===== config.mk =====
export PLATFORM = sky130hd
export DESIGN_NAME = apu_cell
export DESIGN_NICKNAME = d
export VERILOG_FILES = /design/src/sv/apu_pkg.sv /design/src/sv/apu_cell.sv
export SDC_FILE = /design/constraint.sdc
export NUM_CORES = 1
export LEC_CHECK = 0
export BUFFER_PORTS_ARGS = -buffer_cell sky130_fd_sc_hd__buf_2
export CORE_MARGIN = 8
export CORE_UTILIZATION = 51
export CTS_BUF_LIST = sky130_fd_sc_hd__clkbuf_8
export CTS_CLUSTER_SIZE = 14
export DETAILED_ROUTE_END_ITERATION = 10
export HOLD_SLACK_MARGIN = 0.02
export PLACE_DENSITY = 0.8
export SKIP_CTS_REPAIR_TIMING = 1
export SYNTH_ARGS = -nofsm -noshare
export SYNTH_HDL_FRONTEND = slang
export SYNTH_SLANG_ARGS = --single-unit

===== constraint.sdc =====
create_clock -name clock -period 3.65 [get_ports clock]
set_clock_uncertainty 0.15 [all_clocks]
set_input_delay 0.1825 -clock clock [delete_from_list [all_inputs] [get_ports clock]]
set_output_delay 0.1825 -clock clock [all_outputs]
set_load 0.01 [all_outputs]

===== src/sv/apu_pkg.sv =====
// Package for the alpha premultiply / unpremultiply block.
// Holds the beat payload types, the divider pipeline types and the full-scale constants.
// No dependencies.
package apu_pkg;

   localparam int CHAN_W    = 16;
   localparam int REM_W     = CHAN_W - 1;
   localparam int NUM_LANES = 3;
   localparam int NUM_CELLS = CHAN_W;

   localparam logic [CHAN_W-1:0] FULL_NARROW = 16'd255;
   localparam logic [CHAN_W-1:0] FULL_DEEP   = 16'd32768;

   typedef enum logic {
      CSR_UNPREMULTIPLY_MODE = 1'b0,
      CSR_DEEP_CHANNELS      = 1'b1
   } csr_index_type;

   typedef struct packed {
      logic [CHAN_W-1:0] alpha_in;
      logic [CHAN_W-1:0] red_in;
      logic [CHAN_W-1:0] green_in;
      logic [CHAN_W-1:0] blue_in;
   } req_type;

   typedef struct packed {
      logic [CHAN_W-1:0] alpha_out;
      logic [CHAN_W-1:0] red_out;
      logic [CHAN_W-1:0] green_out;
      logic [CHAN_W-1:0] blue_out;
   } rsp_type;

   // One colour lane of the divider: partial remainder and a word that
   // shifts dividend bits out at the top and quotient bits in at the bottom.
   typedef struct packed {
      logic [REM_W-1:0]  rem;
      logic [CHAN_W-1:0] word;
   } lane_type;

   typedef struct packed {
      logic                 bypass;
      logic [NUM_LANES-1:0] sat;
      logic [CHAN_W-1:0]    full;
      logic [CHAN_W-1:0]    divisor;
      logic [CHAN_W-1:0]    alpha;
      lane_type [NUM_LANES-1:0] lane;
   } stage_type;

endpackage


===== src/sv/apu_cell.sv =====
// Divider cell: one restoring step per lane, yielding one quotient bit.
// Uses apu_pkg.
module apu_cell import apu_pkg::*; (
   input  logic      clock,
   input  logic      reset,
   input  logic      advance,
   input  logic      valid_in,
   input  stage_type stage_in,
   output logic      valid_out,
   output stage_type stage_out
);

   logic              valid_ff;
   stage_type         stage_ff, stage_nx;
   logic [CHAN_W-1:0] trial [NUM_LANES];
   logic [CHAN_W-1:0] diff  [NUM_LANES];
   logic              take  [NUM_LANES];

   always_comb begin
      stage_nx = stage_in;
      for (int i = 0; i < NUM_LANES; i++) begin
         trial[i] = {stage_in.lane[i].rem, stage_in.lane[i].word[CHAN_W-1]};
         take[i]  = (trial[i] >= stage_in.divisor);
         diff[i]  = trial[i] - stage_in.divisor;
         stage_nx.lane[i].rem  = take[i] ? diff[i][REM_W-1:0] : trial[i][REM_W-1:0];
         stage_nx.lane[i].word = {stage_in.lane[i].word[CHAN_W-2:0], take[i]};
      end
   end

   always_ff @(posedge clock) begin
      if (reset) begin
         valid_ff <= 1'b0;
      end else if (advance) begin
         valid_ff <= valid_in;
      end
   end

   always_ff @(posedge clock) begin
      if (advance) begin
         stage_ff <= stage_nx;
      end
   end

   assign valid_out = valid_ff;
   assign stage_out = stage_ff;

endmodule


## Word-level counts from Yosys, hierarchy flattened

Cells that the tools add are included.

- Order comparisons: 3
- Mux-type cells: 3
- $add $sub $neg: 3

Operator list:

| cell | number |
|---|---|
| $ge A16 B16 Y1 | 3 |
| $mux W15 | 3 |
| $sub A15 B15 Y15 | 3 |

- Input port bits: 149
- Register bits after elaboration: 146
- Word-level logic and storage cells: 21
- Output and inout bits: 146

## Longest topological paths before layout

- Depth after elaboration: 2
- Mapped depth: 11
- Mapped depth without buffers: 9

## Worst setup path after synthesis

Ideal clock, no wire load.

- Path kind: input to register
- Start: input stage_in[15] (netlist bit)
- End: register stage_ff, in the netlist stage_out[24], data pin
- Path buffers: 1
- Stages on the path: 10
- Arrival: 2.211 ns
- Path slack: 1.029 ns
- Cells stage by stage: inv_1 -> ha_1 -> fa_1 -> nand2b_1 -> a211oi_1 -> nor3_2 -> a21oi_1 -> o22ai_2 -> buf_6 -> mux2_4

RTL lines:

| what | line | source |
|---|---|---|
| start: declaration | apu_cell.sv:8 | `input stage_type stage_in,` |
| end signal: assignment | apu_cell.sv:40 | `stage_ff <= stage_nx;` |
| end: declaration | apu_cell.sv:14 | `stage_type stage_ff, stage_nx;` |

==> impl_metrics.env <==
export IMPL_run_status="completed"
export IMPL_fin_crit_sh_pct=89.1
export IMPL_leakage_nw=4.81
export IMPL_power_density_of_the_placed_cells_nw_per_um2=414
export IMPL_grt_pass1_wl_um=31100
export IMPL_initial_antenna_violation_count=1
export IMPL_startpoint_type="primary input"
export IMPL_r2r_start="valid_out"
export IMPL_setup_slack_ps=399
export IMPL_hold_path_class="in -> reg"
export IMPL_detail_route_antenna_nets=0
export IMPL_synth_edf_count=145
export IMPL_postSynth_topFlopCell="sky130_fd_sc_hd__edfxtp_1"
export IMPL_clk_pin_slew_worst_paths_ps=80
export IMPL_effective_utilization_at_floorplan_pct=51.8
export IMPL_fillers=922
export IMPL_cp_arrival_ps=3290
export IMPL_clock_buffer_count_from_cts=17
export IMPL_yosysTopAreaCell="sky130_fd_sc_hd__edfxtp_1"
export IMPL_hpwlAfterDp_um=17400
export IMPL_timing_max_slew_rel_slack_pct=60.2
export IMPL_setup_reg_to_reg_worst_slack_ps=2350
export IMPL_fin_tns_setup_ps=0
export IMPL_total_area_of_multi_input_combinational_cells_um2=2890
export IMPL_utilization_pct=76.1
export IMPL_grt_max_degree=66
export IMPL_routed_wire_length_per_instance_um=20.8
export IMPL_worstSkewPairLatency_ps=430
export IMPL_syn_cell_area_um2=7470
export IMPL_drt_drc_violations_left=0
export IMPL_crit_path_start="stage_in[109]"
export IMPL_postSynthNetCount=748
export IMPL_h_tree_depth=4
export IMPL_tritoncts="yes"
export IMPL_crit_reg2reg_capture="valid_out"
export IMPL_criticalPathCategory="in -> reg"
export IMPL_worst_slew_pin_transition_ps=597
export IMPL_synthCells=548
export IMPL_first_pass_iters=4
export IMPL_cts_root_buffer="sky130_fd_sc_hd__clkbuf_8"
export IMPL_die_w_um=137
export IMPL_dp_slack_ps=531
export IMPL_core_area_um2=14400
export IMPL_vias_in_the_first_global_route=5675
export IMPL_num_vias=6393
export IMPL_drive_gt1_share_pct=37.3
export IMPL_crit_path_end="stage_out[87]"
export IMPL_setup_worst_path_end_class="flop"
export IMPL_ys_ff_latch=146
export IMPL_std_cell_rows=44
export IMPL_globalRouteTotalUtil_pct=22.0
export IMPL_gr_total_overflow=0
export IMPL_cap_violations=0
export IMPL_hold_viol=0
export IMPL_detail_route_wirelength_um=24900
export IMPL_top_area_cells_in_the_synthesized_netlist="sky130_fd_sc_hd__edfxtp_1 (58%), sky130_fd_sc_hd__ha_1 (8.0%), sky130_fd_sc_hd__mux2_2 (3.0%), sky130_fd_sc_hd__mux2_4 (2.4%), sky130_fd_sc_hd__xnor2_1 (2.0%)"
export IMPL_rr_worst_depth=3
export IMPL_final_setup_viol_count=0
export IMPL_syn_to_final_growth_pct=46.9
export IMPL_die_area_um2=18800
export IMPL_avgViaCountPerCell=5.35
export IMPL_synth_largest_type_area_fraction_pct=58.3
export IMPL_post_synthesis_average_cell_area_um2=13.6
export IMPL_final_max_slew_violation_count=0
export IMPL_top_level_ports=295
export IMPL_cp_max_fanout=10
export IMPL_clock_sinks=146
export IMPL_period_minus_slack_ps=3250
export IMPL_diodes=0
export IMPL_gp_congestion=0.935
export IMPL_seq_area_frac_synth_pct=58.5
export IMPL_floorplan_die_height_um=137
export IMPL_layout_area_seq_um2=4370
export IMPL_synthArstFlopShare_pct=0
export IMPL_max_freq_mhz=308
export IMPL_portBuffers=294
export IMPL_rsz_0062_raised_after_global_routing="false"
export IMPL_synth_warning_count=0
export IMPL_hold_slack_ps=12.6
export IMPL_ctsLongestPathBuffers=2
export IMPL_nNetsFinal=1199
export IMPL_detail_route_iter0_violations=309
export IMPL_yosys_cell_types_count=70
export IMPL_critical_path_required_ps=3690
export IMPL_irDropWorstVdd_mv=0.225
==> cell usage after synthesis (5+ instances only) <==
cell type	count
sky130_fd_sc_hd__edfxtp_1	145
sky130_fd_sc_hd__ha_1	48
sky130_fd_sc_hd__inv_1	34
sky130_fd_sc_hd__nor2_1	31
sky130_fd_sc_hd__a21oi_1	27
sky130_fd_sc_hd__o21ai_0	24
sky130_fd_sc_hd__mux2_2	20
sky130_fd_sc_hd__nand2_1	17
sky130_fd_sc_hd__xnor2_1	17
sky130_fd_sc_hd__mux2_4	12
sky130_fd_sc_hd__nor3_1	12
sky130_fd_sc_hd__nand2b_1	10
sky130_fd_sc_hd__o21a_1	10
sky130_fd_sc_hd__a21o_1	9
sky130_fd_sc_hd__mux2i_1	8
sky130_fd_sc_hd__nand3_1	8
sky130_fd_sc_hd__nor2b_1	8
sky130_fd_sc_hd__xor2_1	8
sky130_fd_sc_hd__nand4_1	7
sky130_fd_sc_hd__a211oi_1	6
sky130_fd_sc_hd__o31ai_1	5
sky130_fd_sc_hd__or3_1	5
==> stage by stage <==
stage	cell area, µm²	cells	power, W
finish	11000	1196	0.00455
global route	11000	1196	0.00473
CTS	9570	1056	0.00442
detailed placement	9170	1024	0.00312
global placement	9170	1024	0.00310
floorplan	7470	548	0.00272
==> worst max-delay path: stages <==
cell and delay, ps:
sky130_fd_sc_hd__dlygate4sd3_1 540, sky130_fd_sc_hd__buf_2 150, sky130_fd_sc_hd__ha_1 210, sky130_fd_sc_hd__fa_1 440
sky130_fd_sc_hd__nor2b_4 150, sky130_fd_sc_hd__o31a_4 160, sky130_fd_sc_hd__o21ai_4 80, sky130_fd_sc_hd__a211oi_4 360
sky130_fd_sc_hd__or2_1 430, sky130_fd_sc_hd__buf_4 260, sky130_fd_sc_hd__mux2_4 300
==> cells in the final DEF (no fill, tap or decap), types with 17 or more instances in the layout <==
cell                            count
sky130_fd_sc_hd__dlygate4sd3_1    140
sky130_fd_sc_hd__edfxtp_1         145
sky130_fd_sc_hd__inv_1             34
sky130_fd_sc_hd__mux2_2            20
sky130_fd_sc_hd__nor2_1            31
sky130_fd_sc_hd__clkbuf_8          17
sky130_fd_sc_hd__a21oi_1           27
sky130_fd_sc_hd__o21ai_0           24
sky130_fd_sc_hd__ha_1              48
sky130_fd_sc_hd__buf_2            293
sky130_fd_sc_hd__xnor2_1           17
sky130_fd_sc_hd__nand2_1           17
==> power by group <==
group | internal, W | leakage (nW) | switching, W
Sequential | 0.00204 | 1.43 | 0.0000505
Clock | 0.000629 | 0.200 | 0.000682
Combinational | 0.000552 | 3.18 | 0.000591
Total | 0.00322 | 4.81 | 0.00132
==> layer usage <==
layer	GRT usage, %	share of wire, %
met1	24.2	37
met2	39.1	52
met3	6.94	7.8
met4	7.36	2.5
met5	0	0.032
==> state kept, by name, indices dropped and copies added, names as in the netlist <==
name	flops
valid_out	1
stage_out	145
==> cell type report <==
type | instances | area share [%]
clock inverter | 15 | 1.56
clock buffer | 17 | 2.13
timing repair buffer | 439 | 26.8
inverter | 34 | 1.16
tap | 184 | 2.10
sequential | 146 | 39.9
multi-input combinational | 361 | 26.4
==> logic make-up after synthesis <==
kind of cell             count (synthesis)  share of synthesized area, %
buffers and inverters                   41                          2.73
AO/OA/AOI/OAI                          130                          12.4
flip-flops                             146                          58.5
multiplexers                            40                          6.50
XOR/XNOR                                25                          2.93
AND/OR/NAND/NOR                        115                          8.01
adder cells (fa/ha/maj)                 51                          8.84
==> worst min-delay path by stage <==
stage,end,start,slack [ps],cells after the start
2_1_floorplan,valid_out,reset,100,1
3_5_place_dp,valid_out,reset,210,2
3_3_place_gp,valid_out,reset,200,2
6_report,stage_out[78],stage_in[77],10,3
5_1_grt,stage_out[78],stage_in[77],30,3
4_1_cts,valid_out,reset,-280,2
(Power assumes the default switching activity.)
