===== src/sv/apu_pkg.sv =====
// Package for the alpha premultiply / unpremultiply block.
// Holds the beat payload types, the divider pipeline types and the full-scale constants.
// No dependencies.
package apu_pkg;

   localparam int CHAN_W    = 16;
   localparam int REM_W     = CHAN_W - 1;
   localparam int NUM_LANES = 3;
   localparam int NUM_CELLS = CHAN_W;

   localparam logic [CHAN_W-1:0] FULL_NARROW = 16'd255;
   localparam logic [CHAN_W-1:0] FULL_DEEP   = 16'd32768;

   typedef enum logic {
      CSR_UNPREMULTIPLY_MODE = 1'b0,
      CSR_DEEP_CHANNELS      = 1'b1
   } csr_index_type;

   typedef struct packed {
      logic [CHAN_W-1:0] alpha_in;
      logic [CHAN_W-1:0] red_in;
      logic [CHAN_W-1:0] green_in;
      logic [CHAN_W-1:0] blue_in;
   } req_type;

   typedef struct packed {
      logic [CHAN_W-1:0] alpha_out;
      logic [CHAN_W-1:0] red_out;
      logic [CHAN_W-1:0] green_out;
      logic [CHAN_W-1:0] blue_out;
   } rsp_type;

   // One colour lane of the divider: partial remainder and a word that
   // shifts dividend bits out at the top and quotient bits in at the bottom.
   typedef struct packed {
      logic [REM_W-1:0]  rem;
      logic [CHAN_W-1:0] word;
   } lane_type;

   typedef struct packed {
      logic                 bypass;
      logic [NUM_LANES-1:0] sat;
      logic [CHAN_W-1:0]    full;
      logic [CHAN_W-1:0]    divisor;
      logic [CHAN_W-1:0]    alpha;
      lane_type [NUM_LANES-1:0] lane;
   } stage_type;

endpackage


===== src/sv/apu_prep.sv =====
// Entry stage: sets up dividend and divisor for each colour lane.
// Uses apu_pkg.
module apu_prep import apu_pkg::*; (
   input  logic      clock,
   input  logic      reset,
   input  logic      advance,
   input  logic      beat_in,
   input  req_type   req_data,
   input  logic      mode_unpre,
   input  logic      mode_deep,
   output logic      valid_out,
   output stage_type stage_out
);

   logic              valid_ff, valid_in;
   stage_type         stage_ff, stage_in;
   logic [CHAN_W-1:0] full;
   logic [CHAN_W-1:0] alpha;
   logic [CHAN_W-1:0] mult;
   logic              is_zero, is_pass;
   logic [CHAN_W-1:0] colour [NUM_LANES];
   logic [2*CHAN_W-1:0] prod [NUM_LANES];
   logic [2*CHAN_W-2:0] dividend [NUM_LANES];

   assign alpha     = req_data.alpha_in;
   assign colour[0] = req_data.red_in;
   assign colour[1] = req_data.green_in;
   assign colour[2] = req_data.blue_in;

   always_comb begin
      full    = mode_deep ? FULL_DEEP : FULL_NARROW;
      is_zero = (alpha == '0);
      is_pass = (alpha >= full);
      mult    = mode_unpre ? full : alpha;

      stage_in.bypass = is_zero || is_pass;
      stage_in.full   = full;
      stage_in.alpha  = alpha;
      if (is_zero || is_pass) begin
         stage_in.divisor = CHAN_W'(1);
      end else if (mode_unpre) begin
         stage_in.divisor = alpha;
      end else begin
         stage_in.divisor = full;
      end

      for (int i = 0; i < NUM_LANES; i++) begin
         prod[i] = colour[i] * mult;
         // colour >= alpha means colour*full/alpha is at least full
         stage_in.sat[i] = mode_unpre && !is_zero && !is_pass && (colour[i] >= alpha);
         if (is_zero) begin
            dividend[i] = '0;
         end else if (is_pass) begin
            dividend[i] = (2*CHAN_W-1)'(colour[i]);
         end else begin
            dividend[i] = prod[i][2*CHAN_W-2:0];
         end
         stage_in.lane[i].rem  = dividend[i][2*CHAN_W-2:CHAN_W];
         stage_in.lane[i].word = dividend[i][CHAN_W-1:0];
      end
   end

   assign valid_in = beat_in;

   always_ff @(posedge clock) begin
      if (reset) begin
         valid_ff <= 1'b0;
      end else if (advance) begin
         valid_ff <= valid_in;
      end
   end

   always_ff @(posedge clock) begin
      if (advance) begin
         stage_ff <= stage_in;
      end
   end

   assign valid_out = valid_ff;
   assign stage_out = stage_ff;

endmodule


===== config.mk =====
export PLATFORM = sky130hd
export DESIGN_NAME = apu_prep
export DESIGN_NICKNAME = d
export VERILOG_FILES = /design/src/sv/apu_pkg.sv /design/src/sv/apu_prep.sv
export SDC_FILE = /design/constraint.sdc
export NUM_CORES = 2
export LEC_CHECK = 0
export ABC_AREA = 1
export BUFFER_PORTS_ARGS = -buffer_cell sky130_fd_sc_hd__buf_2
export CAP_MARGIN = 20
export CORE_MARGIN = 4
export CORE_UTILIZATION = 50
export CTS_CLUSTER_SIZE = 25
export DETAILED_ROUTE_END_ITERATION = 8
export PLACE_DENSITY = 0.68
export SYNTH_ARGS = -nofsm -noshare
export SYNTH_HDL_FRONTEND = slang
export SYNTH_SLANG_ARGS = --single-unit

===== constraint.sdc =====
create_clock -name clock -period 11.4 [get_ports clock]
set_clock_uncertainty 0.05 [all_clocks]
set_input_delay 2.28 -clock clock [delete_from_list [all_inputs] [get_ports clock]]
set_output_delay 2.28 -clock clock [all_outputs]
set_load 0.05 [all_outputs]

## After elaboration in Yosys (flattened, before gate mapping)

Cells that the tools add are included.

| operators by class | value |
|---|---|
| reduce and logical (&&, ||, !) cells | 10 |
| multiply operators | 3 |
| muxes and demuxes | 6 |
| magnitude comparators | 4 |

Operators by type and width:

| kind | count |
|---|---|
| $mux W16 | 6 |
| $mul A16 B16 Y31 | 3 |
| $ge A16 B16 Y1 | 4 |
| $logic_not A16 Y1 | 1 |
| $logic_and A1 B1 Y1 | 5 |
| $logic_not A1 Y1 | 2 |
| $reduce_or A2 Y1 | 1 |
| $logic_or A1 B1 Y1 | 1 |

| storage, ports and cells | value |
|---|---|
| register bits after elaboration | 146 |
| output and inout port bits | 146 |
| input bits | 70 |

## Longest topological paths before layout

| depth | value |
|---|---|
| word-level depth | 5 |
| depth in mapped cells | 30 |

## Least setup slack after synthesis

No wires, ideal clock.

| path | value |
|---|---|
| path type | input -> register |
| start point | in mode_unpre |
| end point | reg stage_ff, in the netlist stage_out[44], data pin |
| cell stages on the path | 27 |
| setup slack | 3.552 ns |
| buffers on the path | 3 |
| library setup time | 0.255 ns |
| arrival | 7.543 ns |
| cells stage by stage | buf_2 > nand2_1 > inv_2 > a21oi_2 > inv_2 > buf_2 > buf_2 > nor2_1 > fa_1 > inv_1 > fa_1 > fa_1 > fa_1 > inv_1 > fa_1 > inv_1 > fa_1 > inv_1 > ha_1 > nand2_1 > inv_1 > a21oi_1 > nand3_1 > nand2_1 > nand2_1 > o21ai_0 > nor2_1 |

| between the ends | value |
|---|---|
| cells in the longest elaborated chain, start to end | 3 |

RTL lines:

| element | RTL line | source |
|---|---|---|
| from (decl) | apu_prep.sv:9 | `input logic mode_unpre,` |
| $mux W16 | apu_prep.sv:34 | `mult = mode_unpre ? full : alpha;` |
| $mul A16 B16 Y31 | apu_prep.sv:48 | `prod[i] = colour[i] * mult;` |
| $mux W16 | apu_prep.sv:53 | `end else if (is_pass) begin` |
| to (signal assigned) | apu_prep.sv:75 | `stage_ff <= stage_in;` |
| to (decl) | apu_prep.sv:16 | `stage_type stage_ff, stage_in;` |

No other way between the ends.
A chain may end at the register's enable or synchronous reset.

## Final worst setup path

| path | value |
|---|---|
| start point | in mode_unpre |
| end point | reg stage_ff, in the netlist stage_out[27], data pin |

| between the ends | value |
|---|---|
| cells in the longest elaborated chain, start to end | 2 |

RTL lines:

| element | RTL line |
|---|---|
| $mux W16 | apu_prep.sv:34 |
| $mul A16 B16 Y31 | apu_prep.sv:48 |

No other way between the ends.

==> run_results.csv <==
group,metric,value,unit
global_routing,grt_pass1_wl,163000,um
setup_path,cp_common_cell,"fa_1",
global_routing,grt.overflow.total,0,
global_routing,grt_pass1_vias,29100,
setup_path,required,11.59,ns
timing,max_freq,0.111,GHz
clocking,cts_tree,"yes",
timing,finalHoldViolations,0,
floorplanning,initial_core_util,0.505,
synthesis,ys_warn_count,0,
setup_path,crit_fanout,28,
clocking,clock_latency,0.50,ns
final_layout,layout_common_cells,"1057 x nand2_1, 1042 x inv_1, 579 x fa_1",
timing,min_period,9.01,ns
clocking,clk_pin_slew,0.08,ns
global_routing,antenna_found_initial,6,
floorplanning,dieArea,70700,um2
placed_design,hpwl,81800,um
setup_path,path_cells,"buf_2 > inv_4 > a21oi_4 > clkinv_1 > nor2_1 > fa_1 > ha_1 > inv_1 > fa_1 > fa_1 > inv_1 > fa_1 > inv_1 > fa_1 > inv_1 > ha_1 > nand2_1 > nor2_1 > and2_1 > nand2_1 > nand2_1 > nand2_1 > nand3_1 > a21oi_1",
clocking,cts_setup_buffers,0,
setup_path,critical-path-slowest-cell,"clkinv_1",
timing,rsz0062_at_grt,"no",
flow_run,drv_cap,0,
timing,finalSetupViolCount,0,
run_status,status,"completed",
clocking,clock_sinks,132,
synthesis,ys_seq_elements,132,
final_layout,nets,5435,
final_layout,area_growth_syn_to_layout,6.97,%
clocking,root_buffer,"clkbuf_16",
global_routing,grt_usage,0.299,
timing,tns,0,ns
routing,firstDrtPassIters,6,
placed_design,io_buffers,208,
setup_path,cp_top_family,"adder cells",
synthesis,ys_types,41,
min_path,min_path_type,"reg -> reg",
placed_design,gp_congestion,0.944,
clocking,cts_hold_buf,0,
routing,vias_per_cell,5.37,
clocking,cts_resized,0,
synthesis,avgSynthCellArea,7.69,um2
timing,fin_crit_sh,0.790,
routing,drc,0,
setup_path,cp.arrival,9.20,ns
synthesis,syn_area,33200,um2
routing,wl,104000,um
floorplanning,placement_rows,94,
setup_path,start_kind,"input pin",
setup_path,worstSetupPathType,"in -> reg",
setup_path,critPathBufInv,7,
timing,slew_headroom,0.221,
setup_path,crit_path_end_kind,"flop",
clocking,cts_max_path_buffers,2,
floorplanning,chipWidth,266,um
global_routing,grt_start_max_net_pins,68,
synthesis,synthCells,4319,
synthesis,ys_seq_area_frac,0.119,
floorplanning,coreArea,65900,um2
routing,wl_per_cell,19.5,um
routing,postRouteAntennaNets,0,
final_layout,drive_gt1_frac,0.0698,
floorplanning,die_height,266,um
setup_path,max_stage_delay,0.90,ns
clocking,htreeDepth,4,
routing,vias,28500,
timing,drv_slew,0,
clocking,numCtsBuffers,17,
routing,drt_iter0_markers,2617,
floorplanning,ios,216,
timing,worst_pin_slew,1.17,ns
final_layout,final_common_cell,"nand2_1",
==> registers in the layout, indices dropped and copies added, names as in the netlist <==
signal and cells:
stage_out 131, valid_out 1
==> per-stage QoR <==
| step | std cells | setup WS, ns | util | cell area (um2) | hold slack [ns] |
|---|---|---|---|---|---|
| 3_3_place_gp | 5273 | 2.23 | 0.531 | 35000 | 0.418 |
| 4_1_cts | 5306 | 2.69 | 0.540 | 35500 | 0.450 |
| 5_1_grt | 5307 | 2.01 | 0.540 | 35500 | 0.501 |
| 6_report | 5310 | 2.39 | 0.540 | 35500 | 0.449 |
| 3_5_place_dp | 5274 | 2.17 | 0.531 | 35000 | 0.433 |
| 2_1_floorplan | 4325 | 3.55 | - | 33300 | 0.683 |
==> per-layer routing <==
layer / vias to the layer above / part of all wire / track usage
met1: 13900 / 0.40 / 0.402
met3: 212 / 0.12 / 0.0892
li1: 13000 / - / -
met5: - / 0.00024 / 0
met2: 1464 / 0.44 / 0.470
met4: 4 / 0.032 / 0.0954
==> synth_stat cells <==
cell type	count	area [um2]
nand2_1	1058	3970
inv_1	1042	3910
fa_1	579	11600
nor2_1	529	1990
ha_1	357	4470
a21oi_1	141	706
edfxtp_1	131	3930
nand3_1	117	586
clkbuf_1	95	357
nand4_1	46	288
o21ai_0	30	150
xor2_1	27	236
buf_2	20	100
buf_4	18	135
o21bai_1	15	113
clkinv_1	14	52.6
inv_2	14	52.6
buf_1	13	48.8
nor3_1	13	65.1
a21o_1	8	60.1
a21oi_2	6	52.6
and2_1	6	37.5
nand3b_1	6	45.0
nor4_1	5	31.3
o21ai_1	5	25.0
or2_2	4	25.0
nand2_2	2	12.5
nand3_2	2	20.0
nor2_2	2	12.5
nor2_4	2	22.5
xnor2_1	2	17.5
a21oi_4	1	16.3
buf_6	1	11.3
conb_1	1	3.75
dfxtp_1	1	20.0
inv_4	1	6.26
mux2i_1	1	10.0
nand3_4	1	17.5
nand4_4	1	21.3
nor3b_1	1	7.51
o21a_1	1	7.51
==> worst reg2reg max path: cells and delay by family, from the launching register on <==
family | cells | cell delay (ns)
AND/OR/NAND/NOR | 1 | 0.05
multiplexers | 1 | 0.13
flip-flops | 1 | 0.31
==> kinds of logic (layout without fill, tap and decap cells) <==
| kind of cell | count (synthesis) | in the layout | synth area share |
|---|---|---|---|
| other cells | 1 | 11 | 0.000113 |
| simple gates | 1795 | 1795 | 0.215 |
| flops | 132 | 132 | 0.119 |
| buf+inv | 1218 | 1335 | 0.141 |
| xor+xnor | 29 | 29 | 0.00764 |
| compound gates | 207 | 207 | 0.0340 |
| mux | 1 | 1 | 0.000301 |
| fa+ha+maj | 936 | 936 | 0.483 |
==> final cells by class <==
class,instances,area (um2)
Antenna cell,4,10.0
Clock buffer,17,425
Clock inverter,15,134
Fill cell,6409,30300
Inverter,1071,4020
Multi-Input combinational cell,2975,24700
Sequential cell,132,3950
Tap cell,864,1080
Timing Repair Buffer,232,1240
==> path summary, 6_finish.rpt <==
kind,start,endpoint,slack (ns),cells past startpoint
hold / removal,valid_out,valid_out,0.45,2
setup / recovery,mode_unpre,stage_out[27],2.39,24
setup reg to reg,valid_out,valid_out,10.76,2
hold reg to reg,valid_out,valid_out,0.45,2
Power is left out: the tool's default activity adds up to more than one toggle a clock period on the data nets, which glitch-free logic cannot reach.
